$ cat config.mk
export PLATFORM = sky130hd
export DESIGN_NAME = voxel_column_occlusion
export DESIGN_NICKNAME = d
export VERILOG_FILES = /design/src/sv/vco_pkg.sv /design/src/sv/vco_mem.sv /design/src/sv/vco_proj.sv /design/src/sv/voxel_column_occlusion.sv
export SDC_FILE = /design/constraint.sdc
export NUM_CORES = 2
export LEC_CHECK = 0
export BUFFER_PORTS_ARGS = -buffer_cell sky130_fd_sc_hd__buf_2
export CORE_ASPECT_RATIO = 0.9
export CORE_MARGIN = 1
export CORE_UTILIZATION = 40
export DETAILED_ROUTE_END_ITERATION = 6
export SYNTH_ARGS = -nofsm -noshare
export SYNTH_HDL_FRONTEND = slang
export SYNTH_SLANG_ARGS = --single-unit
$ cat constraint.sdc
create_clock -name i_clk -period 9.79 [get_ports i_clk]
set_clock_uncertainty 0.05 [all_clocks]
set_input_delay 2.4475 -clock i_clk [delete_from_list [all_inputs] [get_ports i_clk]]
set_output_delay 2.4475 -clock i_clk [all_outputs]
set_load 0.02 [all_outputs]
$ cat src/sv/vco_pkg.sv
// ----------------------------------------------------------------------------
// vco_pkg
// Types and constants shared by the voxel column occlusion stage.
// ----------------------------------------------------------------------------
package vco_pkg;

    localparam int COL_W    = 9;
    localparam int HEIGHT_W = 8;
    localparam int COLOR_W  = 16;
    localparam int DEPTH_W  = 14;
    localparam int EYE_W    = 10;
    localparam int HOR_W    = 9;
    localparam int ROW_W    = 8;

    // signed (eye - terrain) times zero-extended depth
    localparam int DIFF_W = EYE_W + 1;
    localparam int PROD_W = DIFF_W + DEPTH_W + 1;
    localparam int FRAC_W = 8;

    localparam int CFG_IDX_W  = 2;
    localparam int CFG_DATA_W = 10;

    localparam logic [CFG_IDX_W-1:0] CFG_EYE_HEIGHT  = 2'd0;
    localparam logic [CFG_IDX_W-1:0] CFG_HORIZON_ROW = 2'd1;
    localparam logic [CFG_IDX_W-1:0] CFG_SCREEN_ROWS = 2'd2;

    localparam logic [EYE_W-1:0]        RST_EYE_HEIGHT  = 10'd40;
    localparam logic signed [HOR_W-1:0] RST_HORIZON_ROW = 9'sd50;
    localparam logic [ROW_W-1:0]        RST_SCREEN_ROWS = 8'd200;

    localparam logic CMD_FRAME  = 1'b0;
    localparam logic CMD_SAMPLE = 1'b1;

    typedef struct packed {
        logic                cmd;
        logic [COL_W-1:0]    column;
        logic [HEIGHT_W-1:0] terrain_height;
        logic [COLOR_W-1:0]  texel_color;
        logic [DEPTH_W-1:0]  inv_depth;
    } t_in_item;

    typedef struct packed {
        logic [COL_W-1:0]   strip_column;
        logic [ROW_W-1:0]   strip_top;
        logic [ROW_W-1:0]   strip_bottom;
        logic [COLOR_W-1:0] strip_color;
    } t_out_item;

endpackage

$ cat src/sv/vco_mem.sv
// ----------------------------------------------------------------------------
// vco_mem
// Simple dual-port synchronous RAM, one write and one registered read port.
// ----------------------------------------------------------------------------
module vco_mem #(
    parameter int DEPTH = 160,
    parameter int WIDTH = 18
) (
    input  logic                                  i_clk,
    input  logic                                  i_we,
    input  logic [((DEPTH > 1) ? $clog2(DEPTH) : 1)-1:0] i_waddr,
    input  logic [WIDTH-1:0]                      i_wdata,
    input  logic                                  i_re,
    input  logic [((DEPTH > 1) ? $clog2(DEPTH) : 1)-1:0] i_raddr,
    output logic [WIDTH-1:0]                      o_rdata
);

    logic [WIDTH-1:0] r_mem [DEPTH];
    logic [WIDTH-1:0] r_rdata;

    always_ff @(posedge i_clk) begin
        if (i_we) begin
            r_mem[i_waddr] <= i_wdata;
        end
    end

    always_ff @(posedge i_clk) begin
        if (i_re) begin
            r_rdata <= r_mem[i_raddr];
        end
    end

    assign o_rdata = r_rdata;

endmodule

$ cat src/sv/vco_proj.sv
// ----------------------------------------------------------------------------
// vco_proj
// Projection multiplier: (eye height - terrain) * inverse depth, registered.
// ----------------------------------------------------------------------------
module vco_proj import vco_pkg::*; (
    input  logic                     i_clk,
    input  logic                     i_en,
    input  logic [EYE_W-1:0]         i_eye_height,
    input  t_in_item                 i_item,
    output logic signed [PROD_W-1:0] o_prod
);

    logic signed [DIFF_W-1:0]  diff;
    logic signed [DEPTH_W:0]   depth_s;
    logic signed [PROD_W-1:0]  n_prod;
    logic signed [PROD_W-1:0]  r_prod;

    assign diff    = $signed({1'b0, i_eye_height}) - $signed({3'b000, i_item.terrain_height});
    assign depth_s = $signed({1'b0, i_item.inv_depth});
    assign n_prod  = diff * depth_s;

    always_ff @(posedge i_clk) begin
        if (i_en) begin
            r_prod <= n_prod;
        end
    end

    assign o_prod = r_prod;

endmodule

$ cat src/sv/voxel_column_occlusion.sv
// ----------------------------------------------------------------------------
// voxel_column_occlusion
// Occlusion and strip stage of a front-to-back voxel terrain renderer.
// ----------------------------------------------------------------------------
// Takes one item per clock. A sample's strip, if any, reaches the result register
// by way of the stage one registers. Stage one multiplies and reads the column
// memory; stage two projects, compares against the lowest drawn row and writes
// it back, with the last write forwarded to a following read of the same
// memory row. Columns are packed one, two or four to a memory row so that a
// valid bit per row fits in flops; a frame start clears all those bits together,
// so there is no clearing pass after reset or between frames. The input
// stalls only while a strip waits in the result register and stage one is full.
// Configuration may only be written while no item is in flight.
// ----------------------------------------------------------------------------
module voxel_column_occlusion import vco_pkg::*; #(
    parameter int COLUMNS = 320
) (
    input  logic                  i_clk,
    input  logic                  i_rst_n,
    input  logic                  i_in_valid,
    output logic                  o_in_stall,
    input  t_in_item              i_in_item,
    output logic                  o_out_valid,
    input  logic                  i_out_stall,
    output t_out_item             o_out_item,
    input  logic                  i_cfg_we,
    input  logic [CFG_IDX_W-1:0]  i_cfg_index,
    input  logic [CFG_DATA_W-1:0] i_cfg_data
);

    localparam int NEED   = (COLUMNS + 255) / 256;
    localparam int LANES  = (NEED <= 1) ? 1 : ((NEED <= 2) ? 2 : 4);
    localparam int LSH    = $clog2(LANES);
    localparam int LW     = (LANES > 1) ? LSH : 1;
    localparam int ROWS   = (COLUMNS + LANES - 1) / LANES;
    localparam int AW     = (ROWS > 1) ? $clog2(ROWS) : 1;
    localparam int ENT_W  = ROW_W + 1;
    localparam int WORD_W = LANES * ENT_W;
    localparam int SHR_W  = PROD_W - FRAC_W;
    localparam int SUM_W  = SHR_W + 1;

    localparam logic [COL_W+1:0] COL_LIMIT = (COL_W + 2)'(COLUMNS);
    localparam logic [COL_W-1:0] LANE_MASK = COL_W'(LANES - 1);

    // configuration
    logic [EYE_W-1:0]        r_eye_height;
    logic signed [HOR_W-1:0] r_horizon_row;
    logic [ROW_W-1:0]        r_screen_rows;

    always_ff @(posedge i_clk) begin
        if (!i_rst_n) begin
            r_eye_height  <= RST_EYE_HEIGHT;
            r_horizon_row <= RST_HORIZON_ROW;
            r_screen_rows <= RST_SCREEN_ROWS;
        end else if (i_cfg_we) begin
            case (i_cfg_index)
                CFG_EYE_HEIGHT:  r_eye_height  <= i_cfg_data;
                CFG_HORIZON_ROW: r_horizon_row <= i_cfg_data[HOR_W-1:0];
                CFG_SCREEN_ROWS: r_screen_rows <= i_cfg_data[ROW_W-1:0];
                default: ;
            endcase
        end
    end

    // stage one: accept, read, multiply
    logic             in_xfer;
    logic             s0_inrange;
    logic [COL_W-1:0] s0_row_w;
    logic [COL_W-1:0] s0_lane_w;
    logic [AW-1:0]    s0_addr;

    assign in_xfer    = i_in_valid && !o_in_stall;
    assign s0_inrange = {2'b00, i_in_item.column} < COL_LIMIT;
    assign s0_row_w   = i_in_item.column >> LSH;
    assign s0_lane_w  = i_in_item.column & LANE_MASK;
    assign s0_addr    = s0_inrange ? s0_row_w[AW-1:0] : '0;

    logic                     r_s1_valid;
    logic                     r_s1_cmd;
    logic                     r_s1_inrange;
    logic [COL_W-1:0]         r_s1_col;
    logic [COLOR_W-1:0]       r_s1_color;
    logic [AW-1:0]            r_s1_addr;
    logic [LW-1:0]            r_s1_lane;
    logic signed [PROD_W-1:0] s1_prod;
    logic [WORD_W-1:0]        mem_rdata;

    logic s1_adv;
    logic s1_fire;

    always_ff @(posedge i_clk) begin
        if (!i_rst_n) begin
            r_s1_valid <= 1'b0;
        end else if (in_xfer) begin
            r_s1_valid <= 1'b1;
        end else if (s1_adv) begin
            r_s1_valid <= 1'b0;
        end
    end

    always_ff @(posedge i_clk) begin
        if (in_xfer) begin
            r_s1_cmd     <= i_in_item.cmd;
            r_s1_inrange <= s0_inrange;
            r_s1_col     <= i_in_item.column;
            r_s1_color   <= i_in_item.texel_color;
            r_s1_addr    <= s0_addr;
            r_s1_lane    <= s0_lane_w[LW-1:0];
        end
    end

    vco_proj u_proj (
        .i_clk        (i_clk),
        .i_en         (in_xfer),
        .i_eye_height (r_eye_height),
        .i_item       (i_in_item),
        .o_prod       (s1_prod)
    );

    logic              mem_we;
    logic [WORD_W-1:0] n_wr_word;

    vco_mem #(
        .DEPTH (ROWS),
        .WIDTH (WORD_W)
    ) u_mem (
        .i_clk   (i_clk),
        .i_we    (mem_we),
        .i_waddr (r_s1_addr),
        .i_wdata (n_wr_word),
        .i_re    (in_xfer),
        .i_raddr (s0_addr),
        .o_rdata (mem_rdata)
    );

    // stage two: project, compare, write back
    logic              r_fwd_valid;
    logic [AW-1:0]     r_fwd_addr;
    logic [WORD_W-1:0] r_fwd_word;
    logic [ROWS-1:0]   r_row_valid;

    logic                     row_ok;
    logic [WORD_W-1:0]        rd_word;
    logic [ENT_W-1:0]         entry;
    logic [ROW_W-1:0]         lowest;
    logic signed [SHR_W-1:0]  shifted;
    logic signed [SUM_W-1:0]  row_s;
    logic                     below;
    logic [ROW_W-1:0]         new_row;
    logic                     hit;

    // take the last write when the memory read raced it
    assign rd_word = (r_fwd_valid && (r_fwd_addr == r_s1_addr)) ? r_fwd_word : mem_rdata;
    assign row_ok  = r_row_valid[r_s1_addr];
    assign entry   = rd_word[r_s1_lane * ENT_W +: ENT_W];
    assign lowest  = (row_ok && entry[ENT_W-1]) ? entry[ROW_W-1:0] : r_screen_rows;

    assign shifted = s1_prod[PROD_W-1:FRAC_W];
    assign row_s   = $signed({shifted[SHR_W-1], shifted})
                   + $signed({{(SUM_W - HOR_W){r_horizon_row[HOR_W-1]}}, r_horizon_row});

    // a negative row clamps to zero
    assign below   = row_s[SUM_W-1] ? (lowest != '0)
                                    : (row_s[SUM_W-2:0] < (SUM_W - 1)'(lowest));
    assign new_row = row_s[SUM_W-1] ? '0 : row_s[ROW_W-1:0];

    assign hit = r_s1_valid && (r_s1_cmd == CMD_SAMPLE) && r_s1_inrange && below;

    assign s1_adv     = !o_out_valid || !i_out_stall;
    assign s1_fire    = r_s1_valid && s1_adv;
    assign o_in_stall = r_s1_valid && !s1_adv;
    assign mem_we     = s1_fire && hit;

    always_comb begin
        n_wr_word = rd_word;
        for (int k = 0; k < LANES; k++) begin
            if (LW'(k) == r_s1_lane) begin
                n_wr_word[k * ENT_W +: ENT_W] = {1'b1, new_row};
            end else begin
                // drop stale touched marks of a row not yet written this frame
                n_wr_word[k * ENT_W + ROW_W] = row_ok && rd_word[k * ENT_W + ROW_W];
            end
        end
    end

    always_ff @(posedge i_clk) begin
        if (!i_rst_n) begin
            r_row_valid <= '0;
        end else if (s1_fire && (r_s1_cmd == CMD_FRAME)) begin
            r_row_valid <= '0;
        end else if (mem_we) begin
            r_row_valid[r_s1_addr] <= 1'b1;
        end
    end

    always_ff @(posedge i_clk) begin
        if (!i_rst_n) begin
            r_fwd_valid <= 1'b0;
        end else if (mem_we) begin
            r_fwd_valid <= 1'b1;
        end
    end

    always_ff @(posedge i_clk) begin
        if (mem_we) begin
            r_fwd_addr <= r_s1_addr;
            r_fwd_word <= n_wr_word;
        end
    end

    // result register
    logic      r_out_valid;
    t_out_item r_out_item;

    always_ff @(posedge i_clk) begin
        if (!i_rst_n) begin
            r_out_valid <= 1'b0;
        end else if (s1_adv) begin
            r_out_valid <= hit;
        end
    end

    always_ff @(posedge i_clk) begin
        if (mem_we) begin
            r_out_item.strip_column <= r_s1_col;
            r_out_item.strip_top    <= new_row;
            r_out_item.strip_bottom <= lowest;
            r_out_item.strip_color  <= r_s1_color;
        end
    end

    assign o_out_valid = r_out_valid;
    assign o_out_item  = r_out_item;

endmodule

==> impl_results.md <==
- Status: complete, no violations
- Top-level port count: 108
- Hold buffers post-CTS: 0
- DP Area: approximately 140000 um2
- Wire per inst: 27.4 um
- Worst reg2reg endpoint: u_mem.r_mem[12][3]
- Post-synthesis sequential area ratio: 0.717
- Largest net degree at the start of global routing: 154
- Starting Density: 0.403
- Gr usage total: 0.227
- YS warnings: 0
- Mapped cell area: 132000 um2
- Final WS setup: 1020 ps
- Fillers: 28.4k
- Slew headroom: 0.0758
- Max cap viols: 0
- First-pass GRT wire length: ~560000 um
- Cts repair resizes: 0
- Final setup violation count: 0
- Setup TNS: 0 ps
- Seq cells post-synth: approximately 3.2k
- CTS clk-pin slew, worst paths: 60 ps
- HPWL Detailed: 221000 um
- H-Tree Depth: 5
- Vias per inst: between 6 and 7
- Register area: 94400 um2
- Clock root buffer: clkbuf_16
- Hold Path Sink: o_out_item[6]
- Worst hold start: r_s1_color[6]
- Final Hold Fails: 0
- Worst-Margin Slew: 1370 ps
- Final nets: between 9k and 10k
- Vias: 85.1k
- CP endpoint kind: flop
- Share of cells above drive strength 1: 0.121
- Number of port buffers: 107
- Worst Reg2Reg Path Length in Cells: 21
- Final worst-path cycle share: 0.895
- Antenna Nets Post-Route: 0
- Period minus WS final: 8770 ps
- Number of global-route vias before repair: 81.2k
- Max Root-Sink Buffers: 4
- Kind of critical path: in -> reg
- Post-Route WL: 387000 um
- Max Transition Viols Final: 0
- Worst Path Required: 10400 ps
- Post-Syn Instances: 9478
- Unrepaired setup endpoints after global routing: no
- P_leak: 0.0494 uW
- Die area: 331000 um2
- GR Overflow Total: 0
- Critical path's most frequent cell: fa_1
- Pwr dens: 235 nW/um2
- Tot Pwr: ~35000 uW
- Mean Syn Cell Area: 13.9 um2
- Footprint of the multi-input gates: 34400 um2
- Core region area: 327000 um2
- Place WS: about 130 ps
- FP Rows: 199
- Sink Count: 3208
- HP Class: reg -> reg
- Fmax: about 110 MHz
- Crit start category: primary input
- Final instance area: 150000 um2
- CP max stage delay: 520 ps
- Asr flop ratio synth: 0
- Hold path cells: 0
- TritonCTS clock tree: done
- Critical-path top delay cell: fa_1
- Reg2reg setup slack: 1780 ps
- Placer's final routability congestion estimate: 0.840
- DRT iter0 DRCs: between 10k and 15k
- Syn Nets: 9759
- Number of synthesized flops with an enable pin: 3018
- Initial antenna violation count: 13
- Most used DFF post-synth: edfxtp_1
- Hold_ws: 369 ps
- Peak supply drop: 0.362 mV
- Postcts setup bufs: 0
- # DRC: 0
- Crit path max fanout: 14
- Clock Latency Late Sink: 940 ps
- Initial DRT Pass Iterations: 6
- Clock buffers created by TritonCTS: approximately 330
- Synth cell types: 78
- Reg2reg start: r_s1_addr[1]
- Layout Area Growth over Synthesis: 13.6%
- Die X: 607 um
- Die height: 546 um
- CP arrival: 9380 ps
[placed cells by master (no fill, tap or decap), types with 83 or more instances in the layout]
master and n:
a311oi_1 164, o21a_1 133, inv_1 194, mux2i_1 90
a21oi_1 218, fa_1 108, nand3_1 1319, dfxtp_1 190
buf_4 358, buf_2 108, clkbuf_16 338, edfxtp_1 3018
nand2_1 1634, ha_1 108, clkbuf_1 83, o221ai_1 720
[state kept, by name, indices dropped and copies added, names as in the netlist]
name           flops
u_mem.r_mem     2880
r_row_valid      160
o_out_item        41
r_fwd_word        18
u_mem.o_rdata     18
u_proj.o_prod     18
r_s1_color        16
r_eye_height      10
r_horizon_row      9
r_s1_col           9
r_fwd_addr         8
r_s1_addr          8
r_screen_rows      8
o_out_valid        1
r_fwd_valid        1
r_s1_cmd           1
r_s1_inrange       1
r_s1_valid         1
[synthesized netlist by cell type, types with 47 or more instances]
| cell | number | area [um2] |
|---|---|---|
| a21oi_1 | 224 | 1120 |
| a311oi_1 | 164 | 1440 |
| and2_1 | 63 | 394 |
| buf_1 | 111 | 417 |
| clkbuf_1 | 617 | 2320 |
| dfxtp_1 | 190 | 3800 |
| edfxtp_1 | 3018 | 90600 |
| fa_1 | 108 | 2160 |
| ha_1 | 108 | 1350 |
| inv_1 | 194 | 728 |
| mux2i_1 | 92 | 921 |
| nand2_1 | 1642 | 6160 |
| nand3_1 | 1319 | 6600 |
| nor2_1 | 88 | 330 |
| nor2b_1 | 47 | 294 |
| nor4b_1 | 61 | 534 |
| o21a_1 | 134 | 1010 |
| o21ai_0 | 70 | 350 |
| o221ai_1 | 720 | 6310 |
| o311ai_0 | 73 | 639 |
[through the flow]
step	utilization	instances
after floorplan	-	9478
after global placement	0.425	13537
after detailed placement	0.425	13538
after CTS	0.457	14129
after global routing	0.457	14129
final	0.457	14136
[layout make-up]
cell class	instances	area share
Multi-Input combinational cell	5302	0.230
Clock buffer	426	0.0591
Clock inverter	165	0.0107
Antenna cell	7	0.000117
Timing Repair Buffer	504	0.0267
Sequential cell	3208	0.632
Inverter	203	0.00531
Tap cell	4321	0.0362
[worst max-delay path: cells and delay by family]
kind	cells	cell delay, ps
AOI/OAI and AO/OA	9	1920
buffers and inverters	6	570
adders and majority gates	8	3290
and+or+nand+nor	7	1020
xor gates and xnor gates	1	120
[cells by family after synthesis]
| group | Yosys count | synth area share |
|---|---|---|
| multiplexers | 122 | 0.0122 |
| AND/OR/NAND/NOR | 3382 | 0.120 |
| adder cells (fa/ha/maj) | 216 | 0.0267 |
| AO/OA/AOI/OAI | 1546 | 0.0923 |
| buffers and inverters | 968 | 0.0290 |
| flip-flops | 3208 | 0.717 |
| XOR/XNOR | 36 | 0.00239 |
[how the worst max path moves through the flow]
stage                   from                end  slack, ps  cells after the start
3_5_place_dp   i_in_item[30]  u_proj.o_prod[25]        130                     31
3_3_place_gp   i_in_item[30]  u_proj.o_prod[22]        130                     31
6_report       i_in_item[30]  u_proj.o_prod[25]       1020                     31
5_1_grt        i_in_item[30]  u_proj.o_prod[25]        620                     31
4_1_cts        i_in_item[30]  u_proj.o_prod[25]       1100                     31
2_1_floorplan   r_s1_addr[0]      r_fwd_word[3]        410                      8
[per-layer routing]
metal / vias up / GRT usage / share of wire
li1: 36754 / - / -
met5: - / 0 / 0.000088
met3: 587 / 0.0373 / 0.092
met2: 4104 / 0.344 / 0.45
met1: 43645 / 0.335 / 0.43
met4: 6 / 0.0706 / 0.031
[report_power, final]
part | internal, uW | switching (uW)
Clock | 7080 | 5250
Sequential | 16400 | 62.7
Combinational | 1890 | 4480
(Power assumes the default switching activity.)
